**src/design/rfp_pkg.sv**
```systemverilog
package rfp_pkg;

   localparam int unsigned ByteW = 8;
   localparam int unsigned LenW  = 16;
   localparam int unsigned FragW = 12;
   localparam int unsigned StepW = 16;
   localparam int unsigned TsW   = 32;

   localparam int unsigned ReqDataW = 24;
   localparam int unsigned RspDataW = 40;
   localparam int unsigned RspUserW = 2;

   localparam int unsigned CsrAddrW = 1;
   localparam int unsigned CsrDataW = 16;
   localparam logic [CsrAddrW-1:0] CsrMaxFragment   = 1'd0;
   localparam logic [CsrAddrW-1:0] CsrTimestampStep = 1'd1;

   localparam logic [FragW-1:0] MaxFragmentReset   = 12'd1400;
   localparam logic [StepW-1:0] TimestampStepReset = 16'd3600;

   localparam logic [4:0]    FuAType         = 5'd28;
   localparam logic [LenW:0] PrefixAndHeader = 17'd5;

   localparam int unsigned QueueDepthDefault = 4;

   // One queued NAL byte, with the two FU bytes that go ahead of it when it opens a chunk.
   typedef struct packed {
      logic [ByteW-1:0] data_byte;
      logic             prefix;
      logic             first;
      logic             last;
      logic [ByteW-1:0] fu_ind;
      logic [ByteW-1:0] fu_hdr;
      logic [TsW-1:0]   stamp;
   } entry_type;

endpackage

```
**src/design/h264_rtp_fua_packetizer.sv**
```systemverilog
// Channel   Dir  Width  Contents
// req_      in   24+1   tdata: nal_byte, payload_length; tuser: is_header
// rsp_      out  40+2   tdata: out_byte, time_stamp; tuser: packet_first, run_last;
//                       tlast: packet_last
// csr_      in   16     index 0 max_fragment, index 1 timestamp_step
//
// The front takes one NAL byte per cycle unless the queue is full and classifies it in
// the same cycle; its entry is held in the queue before it reaches the output register.
// The back sends one word per unstalled cycle: one for a plain byte, three for a byte
// opening an FU-A chunk, so the input stalls once the queue fills during chunk prefixes.
// Reset is synchronous; after it, both registers hold their defaults (1400 and 3600).
// Either side may stall at any time; the queue decouples them.
module h264_rtp_fua_packetizer #(
   parameter int unsigned QueueDepth = rfp_pkg::QueueDepthDefault
) (
   input  logic                          clock,
   input  logic                          reset,
   input  logic                          csr_we,
   input  logic [rfp_pkg::CsrAddrW-1:0]  csr_addr,
   input  logic [rfp_pkg::CsrDataW-1:0]  csr_wdata,
   input  logic                          req_tvalid,
   output logic                          req_tready,
   input  logic [rfp_pkg::ReqDataW-1:0]  req_tdata,  // nal_byte[7:0], payload_length[23:8]
   input  logic                          req_tuser,  // is_header
   output logic                          rsp_tvalid,
   input  logic                          rsp_tready,
   output logic [rfp_pkg::RspDataW-1:0]  rsp_tdata,  // out_byte[7:0], time_stamp[39:8]
   output logic                          rsp_tlast,
   output logic [rfp_pkg::RspUserW-1:0]  rsp_tuser   // packet_first[0], run_last[1]
);

   logic               q_full;
   logic               push;
   rfp_pkg::entry_type push_entry;
   logic               pop;
   logic               head_valid;
   rfp_pkg::entry_type head_entry;

   rfp_front u_front (
      .clock      (clock),
      .reset      (reset),
      .csr_we     (csr_we),
      .csr_addr   (csr_addr),
      .csr_wdata  (csr_wdata),
      .req_tvalid (req_tvalid),
      .req_tready (req_tready),
      .req_tdata  (req_tdata),
      .req_tuser  (req_tuser),
      .q_full     (q_full),
      .push       (push),
      .push_entry (push_entry)
   );

   rfp_queue #(
      .Depth (QueueDepth)
   ) u_queue (
      .clock      (clock),
      .reset      (reset),
      .push       (push),
      .push_entry (push_entry),
      .full       (q_full),
      .pop        (pop),
      .head_valid (head_valid),
      .head_entry (head_entry)
   );

   rfp_back u_back (
      .clock      (clock),
      .reset      (reset),
      .head_valid (head_valid),
      .head_entry (head_entry),
      .pop        (pop),
      .rsp_tvalid (rsp_tvalid),
      .rsp_tready (rsp_tready),
      .rsp_tdata  (rsp_tdata),
      .rsp_tlast  (rsp_tlast),
      .rsp_tuser  (rsp_tuser)
   );

endmodule

```
**src/design/rfp_front.sv**
```systemverilog
module rfp_front (
   input  logic                               clock,
   input  logic                               reset,
   input  logic                               csr_we,
   input  logic [rfp_pkg::CsrAddrW-1:0]       csr_addr,
   input  logic [rfp_pkg::CsrDataW-1:0]       csr_wdata,
   input  logic                               req_tvalid,
   output logic                               req_tready,
   input  logic [rfp_pkg::ReqDataW-1:0]       req_tdata,
   input  logic                               req_tuser,
   input  logic                               q_full,
   output logic                               push,
   output rfp_pkg::entry_type                 push_entry
);

   logic [rfp_pkg::FragW-1:0] max_fragment_ff, max_fragment_in;
   logic [rfp_pkg::StepW-1:0] timestamp_step_ff, timestamp_step_in;
   logic [rfp_pkg::ByteW-1:0] saved_header_ff, saved_header_in;
   logic                      fragment_mode_ff, fragment_mode_in;
   logic [rfp_pkg::LenW-1:0]  bytes_left_ff, bytes_left_in;
   logic [rfp_pkg::FragW-1:0] bytes_in_fragment_ff, bytes_in_fragment_in;
   logic                      first_fragment_ff, first_fragment_in;
   logic [rfp_pkg::TsW-1:0]   current_timestamp_ff, current_timestamp_in;

   logic                      accept;
   logic [rfp_pkg::ByteW-1:0] nal_byte;
   logic [rfp_pkg::LenW-1:0]  payload_length;
   logic [rfp_pkg::FragW-1:0] chunk;
   logic [rfp_pkg::TsW-1:0]   stamp_next;
   logic                      single;
   logic [rfp_pkg::LenW-1:0]  left_dec;
   logic [rfp_pkg::FragW:0]   fill_inc;
   logic                      starts;
   logic                      frag_last;
   logic                      end_bit;

   assign req_tready     = !q_full;
   assign accept         = req_tvalid && !q_full;
   assign nal_byte       = req_tdata[7:0];
   assign payload_length = req_tdata[23:8];

   always_comb begin
      chunk      = (max_fragment_ff == '0) ? rfp_pkg::FragW'(1) : max_fragment_ff;
      stamp_next = current_timestamp_ff + {16'd0, timestamp_step_ff};
      single     = ({1'b0, payload_length} + rfp_pkg::PrefixAndHeader) <
                   {5'd0, max_fragment_ff};
      left_dec   = bytes_left_ff - 16'd1;
      fill_inc   = {1'b0, bytes_in_fragment_ff} + 13'd1;
      starts     = (bytes_in_fragment_ff == '0);
      frag_last  = (left_dec == '0) || (fill_inc >= {1'b0, chunk});
      end_bit    = (bytes_left_ff <= {4'd0, chunk});
   end

   always_comb begin
      max_fragment_in      = max_fragment_ff;
      timestamp_step_in    = timestamp_step_ff;
      saved_header_in      = saved_header_ff;
      fragment_mode_in     = fragment_mode_ff;
      bytes_left_in        = bytes_left_ff;
      bytes_in_fragment_in = bytes_in_fragment_ff;
      first_fragment_in    = first_fragment_ff;
      current_timestamp_in = current_timestamp_ff;
      push                 = 1'b0;
      push_entry.data_byte = nal_byte;
      push_entry.prefix    = 1'b0;
      push_entry.first     = 1'b0;
      push_entry.last      = 1'b0;
      push_entry.fu_ind    = {saved_header_ff[7:5], rfp_pkg::FuAType};
      push_entry.fu_hdr    = {first_fragment_ff, end_bit, 1'b0, saved_header_ff[4:0]};
      push_entry.stamp     = current_timestamp_ff;

      if (csr_we) begin
         case (csr_addr)
            rfp_pkg::CsrMaxFragment:   max_fragment_in   = csr_wdata[rfp_pkg::FragW-1:0];
            rfp_pkg::CsrTimestampStep: timestamp_step_in = csr_wdata;
            default: ;
         endcase
      end

      if (accept) begin
         if (req_tuser) begin
            current_timestamp_in = stamp_next;
            saved_header_in      = nal_byte;
            bytes_left_in        = payload_length;
            bytes_in_fragment_in = '0;
            first_fragment_in    = 1'b1;
            fragment_mode_in     = !single;
            push                 = single;
            push_entry.first     = 1'b1;
            push_entry.last      = (payload_length == '0);
            push_entry.stamp     = stamp_next;
         end else if (bytes_left_ff != '0) begin
            push          = 1'b1;
            bytes_left_in = left_dec;
            if (!fragment_mode_ff) begin
               push_entry.last = (bytes_left_ff == 16'd1);
            end else begin
               push_entry.prefix = starts;
               push_entry.last   = frag_last;
               if (starts) begin
                  first_fragment_in = 1'b0;
               end
               bytes_in_fragment_in = frag_last ? '0 : fill_inc[rfp_pkg::FragW-1:0];
            end
         end
      end
   end

   always_ff @(posedge clock) begin
      if (reset) begin
         max_fragment_ff      <= rfp_pkg::MaxFragmentReset;
         timestamp_step_ff    <= rfp_pkg::TimestampStepReset;
         saved_header_ff      <= '0;
         fragment_mode_ff     <= 1'b0;
         bytes_left_ff        <= '0;
         bytes_in_fragment_ff <= '0;
         first_fragment_ff    <= 1'b1;
         current_timestamp_ff <= '0;
      end else begin
         max_fragment_ff      <= max_fragment_in;
         timestamp_step_ff    <= timestamp_step_in;
         saved_header_ff      <= saved_header_in;
         fragment_mode_ff     <= fragment_mode_in;
         bytes_left_ff        <= bytes_left_in;
         bytes_in_fragment_ff <= bytes_in_fragment_in;
         first_fragment_ff    <= first_fragment_in;
         current_timestamp_ff <= current_timestamp_in;
      end
   end

endmodule

```
**src/design/rfp_queue.sv**
```systemverilog
module rfp_queue #(
   parameter int unsigned Depth = rfp_pkg::QueueDepthDefault
) (
   input  logic               clock,
   input  logic               reset,
   input  logic               push,
   input  rfp_pkg::entry_type push_entry,
   output logic               full,
   input  logic               pop,
   output logic               head_valid,
   output rfp_pkg::entry_type head_entry
);

   localparam int unsigned PtrW = (Depth > 1) ? $clog2(Depth) : 1;
   localparam int unsigned CntW = $clog2(Depth + 1);

   rfp_pkg::entry_type entries_ff [Depth];
   logic [PtrW-1:0] wr_ptr_ff, wr_ptr_in;
   logic [PtrW-1:0] rd_ptr_ff, rd_ptr_in;
   logic [CntW-1:0] count_ff, count_in;
   logic            do_push;
   logic            do_pop;

   assign full       = (count_ff == CntW'(Depth));
   assign head_valid = (count_ff != '0);
   assign head_entry = entries_ff[rd_ptr_ff];
   assign do_push    = push && !full;
   assign do_pop     = pop && head_valid;

   always_comb begin
      wr_ptr_in = wr_ptr_ff;
      rd_ptr_in = rd_ptr_ff;
      count_in  = count_ff;
      if (do_push) begin
         wr_ptr_in = (wr_ptr_ff == PtrW'(Depth - 1)) ? '0 : wr_ptr_ff + PtrW'(1);
      end
      if (do_pop) begin
         rd_ptr_in = (rd_ptr_ff == PtrW'(Depth - 1)) ? '0 : rd_ptr_ff + PtrW'(1);
      end
      if (do_push && !do_pop) begin
         count_in = count_ff + CntW'(1);
      end else if (do_pop && !do_push) begin
         count_in = count_ff - CntW'(1);
      end
   end

   always_ff @(posedge clock) begin
      if (reset) begin
         wr_ptr_ff <= '0;
         rd_ptr_ff <= '0;
         count_ff  <= '0;
      end else begin
         wr_ptr_ff <= wr_ptr_in;
         rd_ptr_ff <= rd_ptr_in;
         count_ff  <= count_in;
      end
   end

   always_ff @(posedge clock) begin
      if (do_push) begin
         entries_ff[wr_ptr_ff] <= push_entry;
      end
   end

`ifndef NO_ASSERTIONS
   a_no_push_when_full: assert property (@(posedge clock) disable iff (reset)
      !(push && full))
      else $error("queue written while full");
   a_count_bounded: assert property (@(posedge clock) disable iff (reset)
      count_ff <= CntW'(Depth))
      else $error("queue count beyond depth");
`endif

endmodule

```
**src/design/rfp_back.sv**
```systemverilog
module rfp_back (
   input  logic                          clock,
   input  logic                          reset,
   input  logic                          head_valid,
   input  rfp_pkg::entry_type            head_entry,
   output logic                          pop,
   output logic                          rsp_tvalid,
   input  logic                          rsp_tready,
   output logic [rfp_pkg::RspDataW-1:0]  rsp_tdata,
   output logic                          rsp_tlast,
   output logic [rfp_pkg::RspUserW-1:0]  rsp_tuser
);

   localparam logic [1:0] PhaseInd  = 2'd0;
   localparam logic [1:0] PhaseFuh  = 2'd1;
   localparam logic [1:0] PhaseData = 2'd2;

   logic [1:0]                phase_ff, phase_in;
   logic                      valid_ff, valid_in;
   logic [rfp_pkg::ByteW-1:0] byte_ff, byte_in;
   logic                      first_ff, first_in;
   logic                      last_ff, last_in;
   logic                      run_last_ff, run_last_in;
   logic [rfp_pkg::TsW-1:0]   stamp_ff, stamp_in;
   logic                      load;

   assign load = head_valid && (!valid_ff || rsp_tready);

   always_comb begin
      phase_in    = phase_ff;
      valid_in    = valid_ff && !rsp_tready;
      byte_in     = byte_ff;
      first_in    = first_ff;
      last_in     = last_ff;
      run_last_in = run_last_ff;
      stamp_in    = stamp_ff;
      pop         = 1'b0;
      if (load) begin
         valid_in    = 1'b1;
         stamp_in    = head_entry.stamp;
         byte_in     = head_entry.data_byte;
         first_in    = head_entry.first;
         last_in     = head_entry.last;
         run_last_in = 1'b1;
         unique case (phase_ff)
            PhaseInd: begin
               if (head_entry.prefix) begin
                  byte_in     = head_entry.fu_ind;
                  first_in    = 1'b1;
                  last_in     = 1'b0;
                  run_last_in = 1'b0;
                  phase_in    = PhaseFuh;
               end else begin
                  pop = 1'b1;
               end
            end
            PhaseFuh: begin
               byte_in     = head_entry.fu_hdr;
               first_in    = 1'b0;
               last_in     = 1'b0;
               run_last_in = 1'b0;
               phase_in    = PhaseData;
            end
            PhaseData: begin
               pop      = 1'b1;
               phase_in = PhaseInd;
            end
            default: begin
               phase_in = PhaseInd;
            end
         endcase
      end
   end

   always_ff @(posedge clock) begin
      if (reset) begin
         phase_ff <= PhaseInd;
         valid_ff <= 1'b0;
      end else begin
         phase_ff <= phase_in;
         valid_ff <= valid_in;
      end
   end

   always_ff @(posedge clock) begin
      byte_ff     <= byte_in;
      first_ff    <= first_in;
      last_ff     <= last_in;
      run_last_ff <= run_last_in;
      stamp_ff    <= stamp_in;
   end

   assign rsp_tvalid = valid_ff;
   assign rsp_tdata  = {stamp_ff, byte_ff};
   assign rsp_tlast  = last_ff;
   assign rsp_tuser  = {run_last_ff, first_ff};

`ifndef NO_ASSERTIONS
   a_prefix_head_held: assert property (@(posedge clock) disable iff (reset)
      phase_ff != PhaseInd |-> head_valid && head_entry.prefix)
      else $error("FU prefix in progress without its entry at the queue head");
   a_fuh_follows_ind: assert property (@(posedge clock) disable iff (reset)
      load && phase_ff == PhaseFuh |=> rsp_tvalid && !rsp_tuser[0] && !rsp_tlast)
      else $error("FU header word carries packet marks");
`endif

endmodule

```
**config.mk**
```make
export PLATFORM = sky130hd
export DESIGN_NAME = h264_rtp_fua_packetizer
export DESIGN_NICKNAME = d
export VERILOG_FILES = /design/src/design/rfp_pkg.sv /design/src/design/h264_rtp_fua_packetizer.sv /design/src/design/rfp_front.sv /design/src/design/rfp_queue.sv /design/src/design/rfp_back.sv
export SDC_FILE = /design/constraint.sdc
export NUM_CORES = 1
export LEC_CHECK = 0
export BUFFER_PORTS_ARGS = -buffer_cell sky130_fd_sc_hd__buf_2
export CORE_ASPECT_RATIO = 0.75
export CORE_UTILIZATION = 48
export CTS_BUF_LIST = sky130_fd_sc_hd__clkbuf_16
export CTS_CLUSTER_SIZE = 20
export DETAILED_ROUTE_END_ITERATION = 6
export MAX_ROUTING_LAYER = met4
export PLACE_DENSITY = 0.65
export SLEW_MARGIN = 30
export SYNTH_ARGS = -nofsm -noshare
export SYNTH_HDL_FRONTEND = slang
export SYNTH_SLANG_ARGS = --single-unit
```
**constraint.sdc**
```tcl
create_clock -name clock -period 5.3 [get_ports clock]
set_clock_uncertainty 0.2 [all_clocks]
set_input_delay 0.53 -clock clock [delete_from_list [all_inputs] [get_ports clock]]
set_output_delay 0.53 -clock clock [all_outputs]
set_load 0.005 [all_outputs]
```
## Word level (Yosys, flattened, before mapping)

Memories as Yosys holds them, arrays and structs flattened. A register that Yosys moved wholly into a read port is not among the register bits.
Index checks and enable logic that the tools add are counted.

- $add $sub $neg: 8
- Bitwise operators: 1
- Eq/ne operators: 7
- Multipliers: 0
- Reductions and logical operators: 33
- $lt $le $gt $ge: 3
- Shift operators: 0
- Div/mod/pow operators: 0
- Muxes and demuxes: 45

Operators by type and width:

| cell | count |
|---|---|
| $mux 32 | 2 |
| $mux 12 | 5 |
| $add 32x16->32 | 1 |
| $logic_not 16->1 | 2 |
| $mux 16 | 2 |
| $logic_not 12->1 | 2 |
| $mux 1 | 21 |
| $add 16x3->17 const B | 1 |
| $lt 17x12->1 | 1 |
| $eq 16x1->1 const B | 1 |
| $le 16x12->1 | 1 |
| $pmux 8 s2 | 1 |
| $reduce_bool 16->1 | 1 |
| $sub 16x1->16 const B | 1 |
| $add 12x1->13 const B | 1 |
| $ge 13x12->1 | 1 |
| $mux 2 | 5 |
| $reduce_and 2->1 | 5 |
| $mux 3 | 3 |
| $mux 8 | 1 |
| $pmux 1 s2 | 4 |
| $reduce_bool 2->1 | 4 |
| $logic_and 1x1->1 | 7 |
| $eq 2x2->1 const B | 3 |
| other kinds (14) | 21 |

- RAM bits: 212
- Memories: 1
- Flip-flop bits (word level): 151
- Output and inout port bits: 45
- Word-level logic and storage cells: 116
- Bits in latches: 0
- ROM bits: 0

Memory list:

| memory | words | bits a word | rd ports | clocked after Yosys merged registers in | write ports | RTL line | RTL |
|---|---|---|---|---|---|---|---|
| u_queue.entries_ff | 4 | 53 | 1 | 1 | 1 | rfp_queue.sv:17 | `rfp_pkg::entry_type entries_ff [Depth];` |

## Longest topological paths before layout

- Word-level depth: 9
- Mapped depth: 17
- Depth with buffers taken out: 16

## Hierarchy

Synthesis repeated with hierarchy kept, for this count alone.

- Cells, all modules: 1,316
- Area total of the unflattened synthesis: 17,360.4 sq um

By module, submodules not included:

| module | area each (sq um) | times used | seq. area each (sq um) | cells an instance |
|---|---|---|---|---|
| rfp_queue | 8,998.6 | 1 | 7,267.0 | 359 |
| rfp_front | 6,745.2 | 1 | 1,961.9 | 864 |
| rfp_back | 1,616.6 | 1 | 1,351.3 | 93 |

## Worst setup path after synthesis

OpenSTA, ideal clock, no wires.

- Path type: in2reg
- Start point: input port req_tdata[8] (netlist name)
- End point: memory u_queue.entries_ff[0][0] (netlist name) (enable)
- Library setup time: 0.416 ns
- Slack: 0.565 ns
- Arrival: 4.119 ns
- Stages on the path: 11
- Required time: 4.684 ns
- Path buffers: 0
- Path through: ha_1 -> o2111ai_1 -> nor2_1 -> xor2_1 -> ha_1 -> a211o_1 -> a21oi_1 -> o21ai_0 -> o311a_1 -> o31ai_2 -> and2_1

- Cells in the longest elaborated chain, start to end: 7

Ends and longest elaborated chain:

| item | RTL line | RTL |
|---|---|---|
| from (decl) | h264_rtp_fua_packetizer.sv:23 | `input logic [rfp_pkg::ReqDataW-1:0] req_tdata,` |
| $add 16x3->17 | rfp_front.sv:45 | `single = ({1'b0, payload_length} + rfp_pkg::PrefixAndHeader) <` |
| $lt 17x12->1 | rfp_front.sv:45 |  |
| $mux 1 | rfp_front.sv:81 | `if (req_tuser) begin` |
| $mux 1 | rfp_front.sv:80 | `if (accept) begin` |
| $logic_and 1x1->1 | rfp_queue.sv:27 | `assign do_push = push && !full;` |
| via u_queue.do_push | rfp_queue.sv:21 | `logic do_push;` |
| $mux 1 | rfp_queue.sv:60 | `if (do_push) begin` |
| $mux 1 (implied by the code) | rfp_queue.sv:61 | `entries_ff[wr_ptr_ff] <= push_entry;` |
| to (decl) | rfp_queue.sv:17 |  |

The timed path passes the listed nets, and every way through them passes these cells.

## Worst setup path in the final report

- Start point: input port req_tdata[8] (netlist name)
- End point: register u_queue.count_ff[2]

- Cells in the longest elaborated chain, start to end: 8

Ends and longest elaborated chain:

| item | RTL line | RTL |
|---|---|---|
| $add 16x3->17 (*) | rfp_front.sv:45 |  |
| $lt 17x12->1 (*) | rfp_front.sv:45 |  |
| $mux 1 (*) | rfp_front.sv:81 |  |
| $mux 1 (*) | rfp_front.sv:80 |  |
| $logic_and 1x1->1 (*) | rfp_queue.sv:27 |  |
| via u_queue.do_push | rfp_queue.sv:21 |  |
| $logic_not 1->1 | rfp_queue.sv:42 | `end else if (do_pop && !do_push) begin` |
| $logic_and 1x1->1 | rfp_queue.sv:42 |  |
| $reduce_bool 2->1 (no source line) | - |  |
| to (signal assigned) | rfp_queue.sv:55 | `count_ff <= count_in;` |
| to (decl) | rfp_queue.sv:20 | `logic [CntW-1:0] count_ff, count_in;` |

The timed path passes the listed nets; every way through them passes the cells marked *.
A chain may end at the register's enable or synchronous reset.

==> results.toml <==
[sta]
finalHoldViolCount = 0
maxSlewHeadroom_pct = 37.2
post-route-period-util_pct = 77.4
fmax_mhz = 244
worst_slew_pin_slew_ns = 0.940
finalWorstSetupSlack_ns = 1.20
period_needed_ns = 4.10
rsz0062_at_grt = "no"
setup_tns_ns = 0
maxSlewViolCount = 0
setup_viol = 0

[critical_path]
crit_chain = "buf_2, ha_1, o2111ai_1, nor2_1, xor2_1, ha_1, a211o_1, a21oi_1, o21ai_0, o311a_1, o31ai_2, buf_4, ha_1, inv_1, fa_1, xor2_1, or3_1, a21oi_1"
r2r_setup_slack_ns = 1.39
cpLargestDelayFamily = "compound AO/OA/AOI/OAI gates"
critPathBufInv = 3
timing.rr.end = "u_queue.entries_ff[3][42]"
cp_max_fo = 8
start_kind = "input pin"
cp.arrival_ns = 4.36
reg2reg_from = "u_front.bytes_left_ff[1]"
path_common_cell = "ha_1"
crit_type = "input pin to flip-flop"
cp.required_ns = 5.56
worstRegToRegCells = 9
slowest_stage = "o311a_1"
slowest_delay_ns = 0.40
crit_path_end_kind = "flip-flop"

[power]
power.density_nw_per_um2 = 445
peakVddDrop_mv = 0.447
p_leak_uw = 0.00672
p_total_uw = 8160

[synth]
synth_top_area_share_pct = 47.3
yosysWarnings = 0
ys_seq_area_share_pct = 60.9
synth-seq-cells = 365
syn_area_per_cell_um2 = 12.9
syn-cell-area_um2 = 16200
async_flop_share_pct = 0
synth_nets = 1365
synth_edf_count = 255
synth_top_cell_by_area = "edfxtp_1"
ys.flop_type = "edfxtp_1"
yosys-top-cells-area = "edfxtp_1, dfxtp_1, mux4_2"
postSynthCellCount = 1253
synthDistinctLibCells = 75

[min_path]
whs_path_depth = 1
hold_start = "req_tdata[6]"
worstHoldPathType = "input pin to flip-flop"
holdPathEnd = "u_queue.entries_ff[3][51]"

[global_routing]
met2_usage_pct = 33.2
grt_overflow = 0
gr-usage-met1_pct = 30.0
grtUsageMet3_pct = 3.97
antenna_found_initial = 0
busiest_layer = "met2"
grt_pass1_vias = 10100
grt_max_degree = 53
grt_use_total_pct = 21.7
grt_pass1_wl_um = 56600

[clock_network]
cts_setup_buffers = 0
cts.sink_count = 365
cts_hold_buffers = 0
cts_tree = "yes"
ctsLongestPathBuffers = 3
post_cts_resized = 0
clk_pin_slew_ns = 0.06
numCtsBuffers = 36
h-tree-depth = 2
insertion_delay_ns = 0.53
clockRootBuffer = "clkbuf_16"

[floorplan]
std_cell_rows = 57
io_pins = 92
fp.dieH_um = 161
core_area_um2 = 32800
initial_core_util_pct = 49.4
dieArea_um2 = 34500
die_w_um = 214

[placed_design]
hpwl_um = 23800
placed_area_um2 = 17200
gp_congestion = 0.891
numPortBuffers = 91
dp_slack_ns = 0.687
dp_cells = 1750

[routing]
vias = 10500
viasPerCell = 5.77
drtAntennaViolNets = 0
drc = 0
routedWlPerCell_um = 19.8
wirelength_um = 35900
drt-initial-drc-count = 840
first_pass_iters = 5

[finish]
final_common_cell = "edfxtp_1"
layout-drive-gt1-share_pct = 18.4
layout_common_cells = "edfxtp_1, nand2_1, dfxtp_1"
diodes = 0
fill_cells = 2754
fin_cells = 1815
fin_nets = 1458
final_cell_area_um2 = 18400
area_growth_pct = 13.3

[job]
cap_violations = 0

[outcome]
status = "finished clean"
## cells in the mapped netlist, drive strengths merged (3+ instances only)
cell type / instances
and2: 13
nand2: 124
nand3b: 5
nand3: 24
nor4b: 4
a222oi: 3
o21a: 8
or3: 13
mux2i: 7
inv: 47
a22oi: 4
o31ai: 10
o2111ai: 3
xnor2: 23
nor3: 22
edfxtp: 255
nor3b: 4
a21o: 13
a21oi: 81
or2: 7
o211ai: 7
and3: 9
ha: 63
or3b: 4
a211o: 9
dfxtp: 110
buf: 15
nand4: 13
a31oi: 7
or4: 9
a2111oi: 5
nor4: 13
clkbuf: 37
a221oi: 8
a211oi: 10
o21ai: 42
mux4: 53
nor2: 80
nand2b: 10
nor2b: 32
a22o: 8
xor2: 13
mux2: 4
## worst max path at each step
stage	startpoint	to	slack, ns	cells past startpoint
4_1_cts	req_tdata[8]	u_queue.count_ff[2]	1.23	18
2_1_floorplan	req_tdata[8]	u_queue.entries_ff[0][0]	0.56	11
3_3_place_gp	req_tdata[8]	u_queue.count_ff[2]	0.72	18
3_5_place_dp	req_tdata[8]	u_queue.count_ff[2]	0.69	18
5_1_grt	req_tdata[8]	u_queue.count_ff[2]	0.92	18
6_report	req_tdata[8]	u_queue.count_ff[2]	1.20	18
## cell families (layout without fill, tap and decap cells)
group / Yosys count / after routing / synth area share [%]
fa+ha+maj: 65 / 65 / 5.11
simple gates: 392 / 392 / 12.2
buf+inv: 100 / 220 / 2.57
flops: 365 / 365 / 60.9
mux: 64 / 64 / 8.08
xor+xnor: 36 / 36 / 1.95
compound gates: 231 / 231 / 9.22
## flip-flops by register name (all words and copies together) (netlist names), 2 cells and up, named ones only
register                      cells
u_front.timestamp_step_ff        16
u_front.bytes_left_ff            16
u_back.byte_ff                    8
u_front.bytes_in_fragment_ff     12
u_queue.count_ff                  3
u_queue.rd_ptr_ff                 2
u_queue.entries_ff              212
u_front.max_fragment_ff          12
u_back.phase_ff                   2
u_queue.wr_ptr_ff                 2
u_front.saved_header_ff           8
u_back.stamp_ff                  32
u_front.current_timestamp_ff     32
## power by group
| group | leakage [µW] | internal, µW | switching [µW] |
|---|---|---|---|
| logic | 0.00287 | 786 | 1050 |
| registers | 0.00327 | 3540 | 192 |
| clock network | 0.000590 | 1500 | 1090 |
## area by class of cell
class | count | area, µm² | share of cell area [%]
Clock buffer | 36 | 901 | 4.91
Clock inverter | 29 | 292 | 1.59
Inverter | 48 | 183 | 0.995
Multi-Input combinational cell | 788 | 5930 | 32.3
Sequential cell | 365 | 9860 | 53.7
Tap cell | 442 | 553 | 3.01
Timing Repair Buffer | 107 | 632 | 3.44
## metrics by stage
step	util, %	hold WS, ns
after floorplan	-	0.240
after global placement	52.3	0.255
after detailed placement	52.3	0.257
after CTS	55.9	0.0120
after global routing	56.0	0.0182
final	56.0	0.0339
## per-layer routing
| layer | routed length, µm | vias up |
|---|---|---|
| li1 | - | 4926 |
| met1 | 16600 | 5159 |
| met2 | 16400 | 323 |
| met3 | 2140 | 64 |
| met4 | 762 | 0 |
| met5 | 0 | - |
Power figures use the tool's default switching activity.
